**config.mk**
```make
export PLATFORM = sky130hd
export DESIGN_NAME = mangled_name_arg_kind_parser
export DESIGN_NICKNAME = d
export VERILOG_FILES = /design/src/rtl/core/mnap_pkg.sv /design/src/rtl/core/mangled_name_arg_kind_parser.sv
export SDC_FILE = /design/constraint.sdc
export NUM_CORES = 1
export LEC_CHECK = 0
export BUFFER_PORTS_ARGS = -buffer_cell sky130_fd_sc_hd__buf_2
export CORE_UTILIZATION = 40
export DETAILED_ROUTE_END_ITERATION = 8
export MAX_ROUTING_LAYER = met4
export PLACE_DENSITY_LB_ADDON = 0.12
export SLEW_MARGIN = 40
export SYNTH_ARGS = -nofsm -noshare
export SYNTH_HDL_FRONTEND = slang
export SYNTH_SLANG_ARGS = --single-unit
export TNS_END_PERCENT = 20
```
**constraint.sdc**
```tcl
create_clock -name clk -period 10.9 [get_ports clk]
set_input_delay 0.545 -clock clk [delete_from_list [all_inputs] [get_ports clk]]
set_output_delay 0.545 -clock clk [all_outputs]
set_load 0.05 [all_outputs]
```
**src/rtl/core/mnap_pkg.sv**
```systemverilog
// Package for the mangled-name parameter classifier.
// Holds the word structs, the parse phase enum and the character codes.
// No dependencies.
package mnap_pkg;

  localparam int MaxArgsDefault   = 64;
  localparam int SkipWidthDefault = 16;

  localparam logic [7:0] ChUnderscore = 8'h5F;
  localparam logic [7:0] ChZ          = 8'h5A;
  localparam logic [7:0] ChP          = 8'h50;
  localparam logic [7:0] ChF          = 8'h66;
  localparam logic [7:0] ChI          = 8'h69;
  localparam logic [7:0] ChL          = 8'h6C;
  localparam logic [7:0] ChS          = 8'h53;
  localparam logic [7:0] ChV          = 8'h76;
  localparam logic [7:0] ChZero       = 8'h30;
  localparam logic [7:0] ChNine       = 8'h39;

  typedef enum logic [3:0] {
    PH_PREFIX0  = 4'd0,
    PH_PREFIX1  = 4'd1,
    PH_NAME_LEN = 4'd2,
    PH_SKIP     = 4'd3,
    PH_PARAMS   = 4'd4,
    PH_AFTER_P  = 4'd5,
    PH_P_LEN    = 4'd6,
    PH_S_SKIP   = 4'd7,
    PH_HALT     = 4'd8
  } phase_t;

  typedef struct packed {
    logic [7:0] character;
    logic       last_char;
  } char_word_t;

  typedef struct packed {
    logic       arg_valid;
    logic       arg_is_handle;
    logic [5:0] arg_index;
    logic       done_res;
    logic [6:0] arg_count;
    logic       parse_error;
  } res_word_t;

endpackage

```
**src/rtl/core/mangled_name_arg_kind_parser.sv**
```systemverilog
// Top level of the mangled-name parameter classifier.
// Depends on mnap_pkg for word types, phase enum and character codes.
//
// Usage: a mangled name enters on the char channel, one byte per word, with
// last_char set on its final byte. Every accepted byte yields exactly one
// word on the res channel. A res word flags a classified parameter (index,
// handle or plain value); on the final byte it also carries done_res, the
// parameter count and the sticky error flag. After the final byte the parser
// returns to its start state, so the next byte begins a new name.
// The res word for a byte is registered and valid in the cycle after acceptance.
// One byte is taken per cycle while char_stall is low; the parse state is a single register set
// updated by one level of decode logic per byte.
// Reset clears the parse state and res_valid; the result word itself is not reset.
// While res_stall holds a pending word, char_stall is high and no byte is
// taken; once the word is taken, a new byte can be accepted in the same cycle.
module mangled_name_arg_kind_parser #(
  parameter int MAX_ARGS   = mnap_pkg::MaxArgsDefault,
  parameter int SKIP_WIDTH = mnap_pkg::SkipWidthDefault
) (
  input  logic                 clk,
  input  logic                 rst,
  input  logic                 char_valid,
  output logic                 char_stall,
  input  mnap_pkg::char_word_t char_word,
  output logic                 res_valid,
  input  logic                 res_stall,
  output mnap_pkg::res_word_t  res_word
);

  localparam int CW = $clog2(MAX_ARGS + 1);

  mnap_pkg::phase_t phase, phase_next, phase_upd;
  logic [SKIP_WIDTH-1:0] skip_count, skip_next, skip_upd, skip_dec, skip_acc;
  logic [CW-1:0] param_count, param_count_next, cnt_upd;
  logic error_flag, error_flag_next, err_upd;

  logic [7:0] c;
  logic last, accept, is_digit, full, code_path, a_valid, a_handle;
  logic [SKIP_WIDTH+3:0] acc_wide;
  logic [3:0] digit;
  logic [CW+6:0] idx_ext, cnt_ext;
  mnap_pkg::res_word_t res_calc;

  assign c        = char_word.character;
  assign last     = char_word.last_char;
  assign accept   = char_valid & ~char_stall;
  assign char_stall = res_valid & res_stall;

  assign is_digit = (c >= mnap_pkg::ChZero) && (c <= mnap_pkg::ChNine);
  assign digit    = 4'(c - mnap_pkg::ChZero);
  assign acc_wide = ({4'd0, skip_count} << 3) + ({4'd0, skip_count} << 1)
                    + {{SKIP_WIDTH{1'b0}}, digit};
  assign skip_acc = (acc_wide[SKIP_WIDTH+3:SKIP_WIDTH] != 4'd0) ? '1
                    : acc_wide[SKIP_WIDTH-1:0];
  assign skip_dec = skip_count - 1'b1;
  assign full     = param_count >= CW'(MAX_ARGS);

  always_comb begin
    phase_upd = phase;
    skip_upd  = skip_count;
    cnt_upd   = param_count;
    err_upd   = error_flag;
    a_valid   = 1'b0;
    a_handle  = 1'b0;
    code_path = 1'b0;
    unique case (phase) inside
      mnap_pkg::PH_PREFIX0: begin
        if (c != mnap_pkg::ChUnderscore || last) begin
          err_upd   = 1'b1;
          phase_upd = mnap_pkg::PH_HALT;
        end else begin
          phase_upd = mnap_pkg::PH_PREFIX1;
        end
      end
      mnap_pkg::PH_PREFIX1: begin
        if (c != mnap_pkg::ChZ) begin
          err_upd   = 1'b1;
          phase_upd = mnap_pkg::PH_HALT;
        end else begin
          skip_upd  = '0;
          phase_upd = mnap_pkg::PH_NAME_LEN;
        end
      end
      mnap_pkg::PH_NAME_LEN, mnap_pkg::PH_P_LEN: begin
        if (is_digit) begin
          skip_upd = skip_acc;
        end else if (skip_count == '0) begin
          code_path = 1'b1;
        end else begin
          skip_upd  = skip_dec;
          phase_upd = (skip_dec == '0) ? mnap_pkg::PH_PARAMS : mnap_pkg::PH_SKIP;
        end
      end
      mnap_pkg::PH_SKIP: begin
        if (skip_count != '0) begin
          skip_upd = skip_dec;
        end
        if (skip_count == '0 || skip_dec == '0) begin
          phase_upd = mnap_pkg::PH_PARAMS;
        end
      end
      mnap_pkg::PH_PARAMS: begin
        code_path = 1'b1;
      end
      mnap_pkg::PH_AFTER_P: begin
        if (c == mnap_pkg::ChF || c == mnap_pkg::ChI) begin
          phase_upd = mnap_pkg::PH_PARAMS;
        end else if (is_digit) begin
          skip_upd  = SKIP_WIDTH'(digit);
          phase_upd = mnap_pkg::PH_P_LEN;
        end else begin
          err_upd   = 1'b1;
          phase_upd = mnap_pkg::PH_HALT;
        end
      end
      mnap_pkg::PH_S_SKIP: begin
        if (c == mnap_pkg::ChUnderscore) begin
          phase_upd = mnap_pkg::PH_PARAMS;
        end
      end
      mnap_pkg::PH_HALT: begin
        phase_upd = mnap_pkg::PH_HALT;
      end
      default: begin
        phase_upd = mnap_pkg::PH_HALT;
      end
    endcase

    if (code_path) begin
      phase_upd = mnap_pkg::PH_PARAMS;
      case (c) inside
        mnap_pkg::ChP, mnap_pkg::ChF, mnap_pkg::ChI, mnap_pkg::ChL, mnap_pkg::ChS: begin
          if (full) begin
            err_upd   = 1'b1;
            phase_upd = mnap_pkg::PH_HALT;
          end else begin
            a_valid  = 1'b1;
            a_handle = (c == mnap_pkg::ChP) || (c == mnap_pkg::ChS);
            cnt_upd  = param_count + 1'b1;
            if (c == mnap_pkg::ChP) begin
              if (last) begin
                err_upd   = 1'b1;
                phase_upd = mnap_pkg::PH_HALT;
              end else begin
                phase_upd = mnap_pkg::PH_AFTER_P;
              end
            end else if (c == mnap_pkg::ChS) begin
              phase_upd = mnap_pkg::PH_S_SKIP;
            end
          end
        end
        mnap_pkg::ChV: begin
          phase_upd = mnap_pkg::PH_HALT;
        end
        default: begin
          err_upd   = 1'b1;
          phase_upd = mnap_pkg::PH_HALT;
        end
      endcase
    end

    if (last) begin
      phase_next       = mnap_pkg::PH_PREFIX0;
      skip_next        = '0;
      param_count_next = '0;
      error_flag_next  = 1'b0;
    end else begin
      phase_next       = phase_upd;
      skip_next        = skip_upd;
      param_count_next = cnt_upd;
      error_flag_next  = err_upd;
    end
  end

  assign idx_ext = {7'd0, param_count};
  assign cnt_ext = {7'd0, cnt_upd};

  always_comb begin
    res_calc.arg_valid     = a_valid;
    res_calc.arg_is_handle = a_handle;
    res_calc.arg_index     = a_valid ? idx_ext[5:0] : 6'd0;
    res_calc.done_res      = last;
    res_calc.arg_count     = cnt_ext[6:0];
    res_calc.parse_error   = err_upd;
  end

  always_ff @(posedge clk) begin
    if (rst) begin
      phase       <= mnap_pkg::PH_PREFIX0;
      skip_count  <= '0;
      param_count <= '0;
      error_flag  <= 1'b0;
      res_valid   <= 1'b0;
    end else begin
      if (accept) begin
        phase       <= phase_next;
        skip_count  <= skip_next;
        param_count <= param_count_next;
        error_flag  <= error_flag_next;
        res_valid   <= 1'b1;
      end else if (!res_stall) begin
        res_valid   <= 1'b0;
      end
    end
  end

  always_ff @(posedge clk) begin
    if (accept) begin
      res_word <= res_calc;
    end
  end

  a_last_restarts: assert property (@(posedge clk) disable iff (rst)
    accept && char_word.last_char |=>
      phase == mnap_pkg::PH_PREFIX0 && param_count == '0 && !error_flag)
    else $error("parser not back at start after final byte");

  a_count_bound: assert property (@(posedge clk) disable iff (rst)
    param_count <= CW'(MAX_ARGS))
    else $error("parameter count above limit");

  a_error_halts: assert property (@(posedge clk) disable iff (rst)
    error_flag |-> phase == mnap_pkg::PH_HALT)
    else $error("error flag set outside halt phase");

  a_index_count: assert property (@(posedge clk) disable iff (rst)
    res_valid && res_word.arg_valid |->
      res_word.arg_count[5:0] == res_word.arg_index + 6'd1)
    else $error("classified index does not match count");

  a_idle_fields: assert property (@(posedge clk) disable iff (rst)
    res_valid && !res_word.arg_valid |->
      !res_word.arg_is_handle && res_word.arg_index == 6'd0)
    else $error("parameter fields set without a classified parameter");

endmodule
```
=== Word level (Yosys, flattened, before mapping) ===
Cells that the tools add are included.

* Multiplexer cells: 49
* Bitwise gates (word level): 5
* Reductions and logical operators: 16
* Equality and inequality tests: 27
* Add/subtract/negate cells: 5
* Order comparisons: 3

{| class="wikitable"
|+ Operators with widths
! operator !! count
|-
| 16-bit 2-to-1 mux || 8
|-
| 16-bit case mux with 4 select lines || 1
|-
| 8-bit by 7-bit equality test with 1-bit output, second input constant || 7
|-
| 4-bit 2-to-1 mux || 12
|-
| 16-bit zero test || 2
|-
| 7-bit 2-to-1 mux || 4
|-
| 4-bit case mux with 7 select lines || 1
|-
| 19-bit by 17-bit adder with 20-bit output || 1
|-
| 20-bit by 4-bit adder with 20-bit output || 1
|-
| 1-bit 2-to-1 mux || 18
|-
| 4-bit by 3-bit equality test with 1-bit output, second input constant || 4
|-
| 8-bit by 7-bit != test with 1-bit output, second input constant || 2
|-
| 16-bit nonzero test || 1
|-
| 16-bit by 1-bit subtractor with 16-bit output, second input constant || 1
|-
| 3-bit != test, second input constant || 4
|-
| 4-bit != test, second input constant || 3
|-
| 4-bit by 2-bit equality test with 1-bit output, second input constant || 2
|-
| 8-bit by 6-bit >= comparator with 1-bit output, second input constant || 1
|-
| 8-bit by 6-bit less-or-equal comparator with 1-bit output, second input constant || 1
|-
| 4-bit by 3-bit != test with 1-bit output, second input constant || 2
|-
| 7-bit by 1-bit adder with 7-bit output, second input constant || 1
|-
| 7-bit >= comparator, second input constant || 1
|-
| 7-bit AND reduction || 1
|-
| 6-bit AND reduction || 1
|-
| other kinds (18) || 25
|}

* Output and inout bits: 19
* Word-level logic and storage cells: 116
* Flip-flop bits (word level): 46

=== Logic depth before layout (Yosys ltp) ===
* Depth after elaboration: 11
* Gate-level depth with buffers: 14
* Mapped depth without buffers: 12

=== Least setup slack after synthesis ===
Ideal clock, no wire load.

* Kind: input port to flip-flop
* Start point: in char_word[4] (netlist bit)
* End point: reg skip_count[5]
* Cell stages on the path: 12
* Setup slack: 7.157 ns
* Buffers on the path: 2
* Arrival time: 3.614 ns
* Cell sequence: fa_1 -> ha_1 -> a211oi_1 -> o21ai_1 -> o2111a_1 -> a311o_1 -> and3_1 -> or4_1 -> clkbuf_1 -> clkbuf_1 -> o31ai_1 -> o22ai_1

* Word-level cells in the longest chain between the ends: 7

{| class="wikitable"
|+ RTL lines
! item !! line !! RTL
|-
| start: declaration || mangled_name_arg_kind_parser.sv:24 || <nowiki>input mnap_pkg::char_word_t char_word,</nowiki>
|-
| 4-bit by 1-bit subtractor with 4-bit output || mangled_name_arg_kind_parser.sv:50 || <nowiki>assign digit = 4'(c - mnap_pkg::ChZero);</nowiki>
|-
| 20-bit by 4-bit adder with 20-bit output || mangled_name_arg_kind_parser.sv:52 || <nowiki>+ {{SKIP_WIDTH{1'b0}}, digit};</nowiki>
|-
| 4-bit nonzero test || mangled_name_arg_kind_parser.sv:53 || <nowiki>assign skip_acc = (acc_wide[SKIP_WIDTH+3:SKIP_WIDTH] != 4'd0) ? '1</nowiki>
|-
| 16-bit 2-to-1 mux || mangled_name_arg_kind_parser.sv:53 ||
|-
| 16-bit 2-to-1 mux || mangled_name_arg_kind_parser.sv:85 || <nowiki>if (is_digit) begin</nowiki>
|-
| 16-bit case mux with 4 select lines || mangled_name_arg_kind_parser.sv:66 || <nowiki>unique case (phase) inside</nowiki>
|-
| 16-bit 2-to-1 mux || mangled_name_arg_kind_parser.sv:162 || <nowiki>if (last) begin</nowiki>
|-
| end signal: assignment || mangled_name_arg_kind_parser.sv:197 || <nowiki>skip_count <= skip_next;</nowiki>
|-
| end: declaration || mangled_name_arg_kind_parser.sv:33 || <nowiki>logic [SKIP_WIDTH-1:0] skip_count, skip_next, skip_upd, skip_dec, skip_acc;</nowiki>
|}

Several ways; a longest one is shown, not always the timed one.
A chain may end at the register's enable or synchronous reset.

=== Worst setup path after layout ===
* Start point: reg skip_count[0]
* End point: reg skip_count[15]

* Word-level cells in the longest chain between the ends: 7

{| class="wikitable"
|+ RTL lines
! item !! line !! RTL
|-
| 19-bit by 17-bit adder with 20-bit output || mangled_name_arg_kind_parser.sv:51 || <nowiki>assign acc_wide = ({4'd0, skip_count} << 3) + ({4'd0, skip_count} << 1)</nowiki>
|-
| 20-bit by 4-bit adder with 20-bit output || mangled_name_arg_kind_parser.sv:52 ||
|-
| 4-bit nonzero test || mangled_name_arg_kind_parser.sv:53 ||
|-
| 16-bit 2-to-1 mux || mangled_name_arg_kind_parser.sv:53 ||
|-
| 16-bit 2-to-1 mux || mangled_name_arg_kind_parser.sv:85 ||
|-
| 16-bit case mux with 4 select lines || mangled_name_arg_kind_parser.sv:66 ||
|-
| 16-bit 2-to-1 mux || mangled_name_arg_kind_parser.sv:162 ||
|}

Several ways; a longest one is shown, not always the timed one. The select of a mux whose other input is x is not followed.

==> metrics.md <==
| Metric | Value |
|---|---|
| Final Cycle Share | 38.8% |
| Most frequent cells in the layout | 50 x nand2_1, 46 x a21oi_1, 37 x nor2_1 |
| CTS buffer count | 5 |
| DIE WIDTH | between 100 and 150 µm |
| Max incr delay on CP | 820 ps |
| Status | finished, final reports clean |
| Switching Share | 29.0% |
| Peak fanout along the critical path | 17 |
| Endpoints failing hold | 0 |
| Final slew viol count | 0 |
| N_diodes | 0 |
| Die Y | 103 µm |
| Leakage power total | 1.86 nW |
| Synth Register Bits | 46 |
| Synth cell types | 66 |
| Register Area | 1090 µm² |
| Element type at the critical path start | flip-flop |
| Post-Syn Nets | 559 |
| Worst Reg2Reg Path Length in Cells | 10 |
| Reg-to-reg startpoint | skip_count[0]$_SDFFE_PP0P_ |
| Post-synth EDFFs | 17 |
| Initial antenna violation count | 0 |
| Average size of a mapped cell | 8.08 µm² |
| RePlAce Congestion | 0.874 |
| R2R setup slack | 6670 ps |
| Post-placement worst setup slack | about 6600 ps |
| Crit path DAT | around 4400 ps |
| Largest net degree at the start of global routing | 23 |
| Root Driver | clkbuf_8 |
| Crit path from | skip_count[0]$_SDFFE_PP0P_ |
| Slew margin rel. | 51.1% |
| Max cap viols | 0 |
| Via count | 3824 |
| Reg clk slew, reported paths | 100 ps |
| Combinational power share | 11.8% |
| Grt ovf | 0 |
| TNS Setup | 0 ps |
| GR Util All Layers | 22.1% |
| Slack of the critical path | 6670 ps |
| Period minus WS final | 4230 ps |
| Fmax | 0.237 GHz |
| Sequential power share | 54.7% |
| Net switching power | 0.0971 mW |
| First-pass GRT wire length | 18000 µm |
| Starting Density | between 40% and 50% |
| Maximum vdd ir drop | between 50 and 60 µV |
| Synth Flop Type | dfxtp_1 |
| Post-CTS setup repair buffer count | 0 |
| Slowest cell on the critical path | or4_1 |
| Site Rows | 36 |
| Clock Latency Late Sink | 310 ps |
| # hold bufs at CTS | 0 |
| Pwr Density | 75.4 nW/µm² |
| Internal power | 0.237 mW |
| RSZ-0062 raised after global routing | no |
| Setup Skew | between 10 and 15 ps |
| Critical Path End | skip_count[15]$_SDFFE_PP0P_ |
| Worst Max-Slew Pin Slew | 730 ps |
| Clock power share | 33.5% |
| 1st-pass router iterations | 5 |
| Footprint of the multi-input gates | roughly 2900 µm² |
| Fill count | 981 |
| CTS tree | yes |
| Post-Syn Area | 4110 µm² |
| Clock sink count | 46 |
| Worst Setup Path Type | flip-flop to flip-flop |
| DRT Wirelength | 10800 µm |
| Max clock buf depth | 2 |
| Ratio of cells with drive above 1 in the final layout | 12.5% |
| P&R area growth vs syn | 7.98% |
| Count of final setup violators | 0 |
| Buffers added on ports | 31 |
| Final net count | 569 |
| Worst EP required | 11110 ps |
| # IOs | 32 |
| Core Region | between 9000 and 10000 µm² |
| Crit. End Element | flip-flop |
| Die ar. | 10700 µm² |
| Quantity of gates resized following cts | 0 |
| Cell Chain, Critical Path | fa_1 > ha_1 > a211oi_1 > o21ai_1 > o2111a_1 > a311o_1 > and3_1 > or4_1 > a211o_1 > a32o_1 |
| Post-synth ARST share | 0% |
| Leading cell type in the layout, fill and taps excluded | nand2_1 |
| Detailed Place HPWL | ~8000 µm |
| Worst r2r dst | skip_count[15]$_SDFFE_PP0P_ |
| H-tree depth | 2 |
| Class of the worst hold path | primary input to flip-flop |
| Residual DRC count | 0 |
| Antenna Nets Post-Route | 0 |
| Vias in the first global route | between 3000 and 4000 |
| Synthesis Warnings | 0 |
| DR iter-0 viols | roughly 230 |
| Via/cell ratio | 5.86 |
| Post-Syn Instances | 509 |
| Sequential share of the synthesized area | a little over a quarter |
| WL per Instance | 16.5 µm |
## cells by family (layout without fill, tap and decap cells)
family | Yosys count | after routing | synth area share, %
flops | 46 | 46 | 26.5
mux | 3 | 3 | 0.731
compound gates | 150 | 150 | 24.5
fa+ha+maj | 37 | 37 | 11.6
xor+xnor | 30 | 30 | 6.39
simple gates | 200 | 200 | 26.3
buf+inv | 43 | 54 | 3.96
## final cells by class
| cell class | count | area share (%) |
|---|---|---|
| clock inverters | 3 | 0.564 |
| inverters | 14 | 1.18 |
| multi-input cells | 420 | 64.7 |
| well taps | 133 | 3.75 |
| flip-flops and latches | 46 | 24.6 |
| repair buffers | 32 | 3.67 |
| clock buffers | 5 | 1.55 |
## registers in the layout, indices dropped and copies added, names as in the netlist
signal	cells
error_flag	1
param_count	7
phase	4
res_valid	1
res_word	17
skip_count	16
## Yosys cell counts (3+ instances only)
library cell,n,share of area [%]
nor3_1,26,3.2
nand2b_1,10,1.5
nor3b_1,5,0.91
or2_2,3,0.46
o21ai_0,25,3.0
nor2_1,37,3.4
a21o_1,12,2.2
or3b_2,3,0.64
a31oi_1,4,0.61
a22oi_1,3,0.55
a311o_1,3,0.73
o32ai_1,3,0.64
xor2_1,10,2.1
and2_1,7,1.1
xnor2_1,20,4.3
a31o_2,4,0.85
or3_2,3,0.55
nand2_1,50,4.6
nor4_1,6,0.91
a2111oi_0,3,0.64
ha_1,35,11
o31ai_1,9,1.6
or4_1,8,1.5
clkbuf_1,27,2.5
nor2b_1,10,1.5
a211oi_1,4,0.73
dfxtp_1,29,14
o22ai_1,4,0.61
or3_1,7,1.1
o211ai_1,5,0.91
a311oi_1,3,0.64
edfxtp_1,17,12
nand3_1,6,0.73
a21oi_1,46,5.6
o221ai_1,3,0.64
o41ai_1,4,0.85
inv_1,14,1.3
mux2i_1,3,0.73
and3_1,4,0.61
## worst max-delay path: cells and delay by family, from the launching register on
kind | cells | cell delay (ps)
flops | 1 | 600
compound gates | 6 | 1700
simple gates | 2 | 980
fa+ha+maj | 2 | 840
## power groups by stage
stage          Sequential [mW]  Clock, mW  Combinational, mW
3_5_place_dp             0.187          0             0.0394
2_1_floorplan            0.198          0             0.0173
5_1_grt                  0.184      0.122             0.0432
4_1_cts                  0.183      0.115             0.0395
6_report                 0.183      0.112             0.0394
3_3_place_gp             0.187          0             0.0392
## worst min path at each step
stage / startpoint / to / slack [ps] / depth (start not counted)
5_1_grt: char_valid / res_valid$_SDFFE_PP0P_ / 470 / 3
2_1_floorplan: param_count[0]$_SDFFE_PP0P_ / param_count[0]$_SDFFE_PP0P_ / 460 / 2
4_1_cts: char_valid / res_valid$_SDFFE_PP0P_ / 460 / 3
6_report: char_valid / res_valid$_SDFFE_PP0P_ / 460 / 3
3_5_place_dp: param_count[0]$_SDFFE_PP0P_ / param_count[0]$_SDFFE_PP0P_ / 490 / 2
3_3_place_gp: param_count[0]$_SDFFE_PP0P_ / param_count[0]$_SDFFE_PP0P_ / 480 / 2
## metal layers
layer | track usage [%] | part of all wire (%)
met4 | 6.83 | 1.6
met3 | 2.02 | 3.4
met5 | - | 0
met1 | 28.7 | 47
met2 | 36.5 | 48
## metrics by stage
stage | std cells | power [mW] | hold slack, ps | cell area [µm²] | util (%)
after global routing | 653 | 0.349 | 472 | 4440 | 45.0
after floorplan | 509 | 0.216 | 462 | 4110 | -
after global placement | 645 | 0.226 | 483 | 4330 | 43.9
after CTS | 653 | 0.337 | 461 | 4440 | 45.0
after detailed placement | 645 | 0.226 | 493 | 4340 | 44.0
final | 653 | 0.334 | 460 | 4440 | 45.0
(Power assumes the default switching activity.)
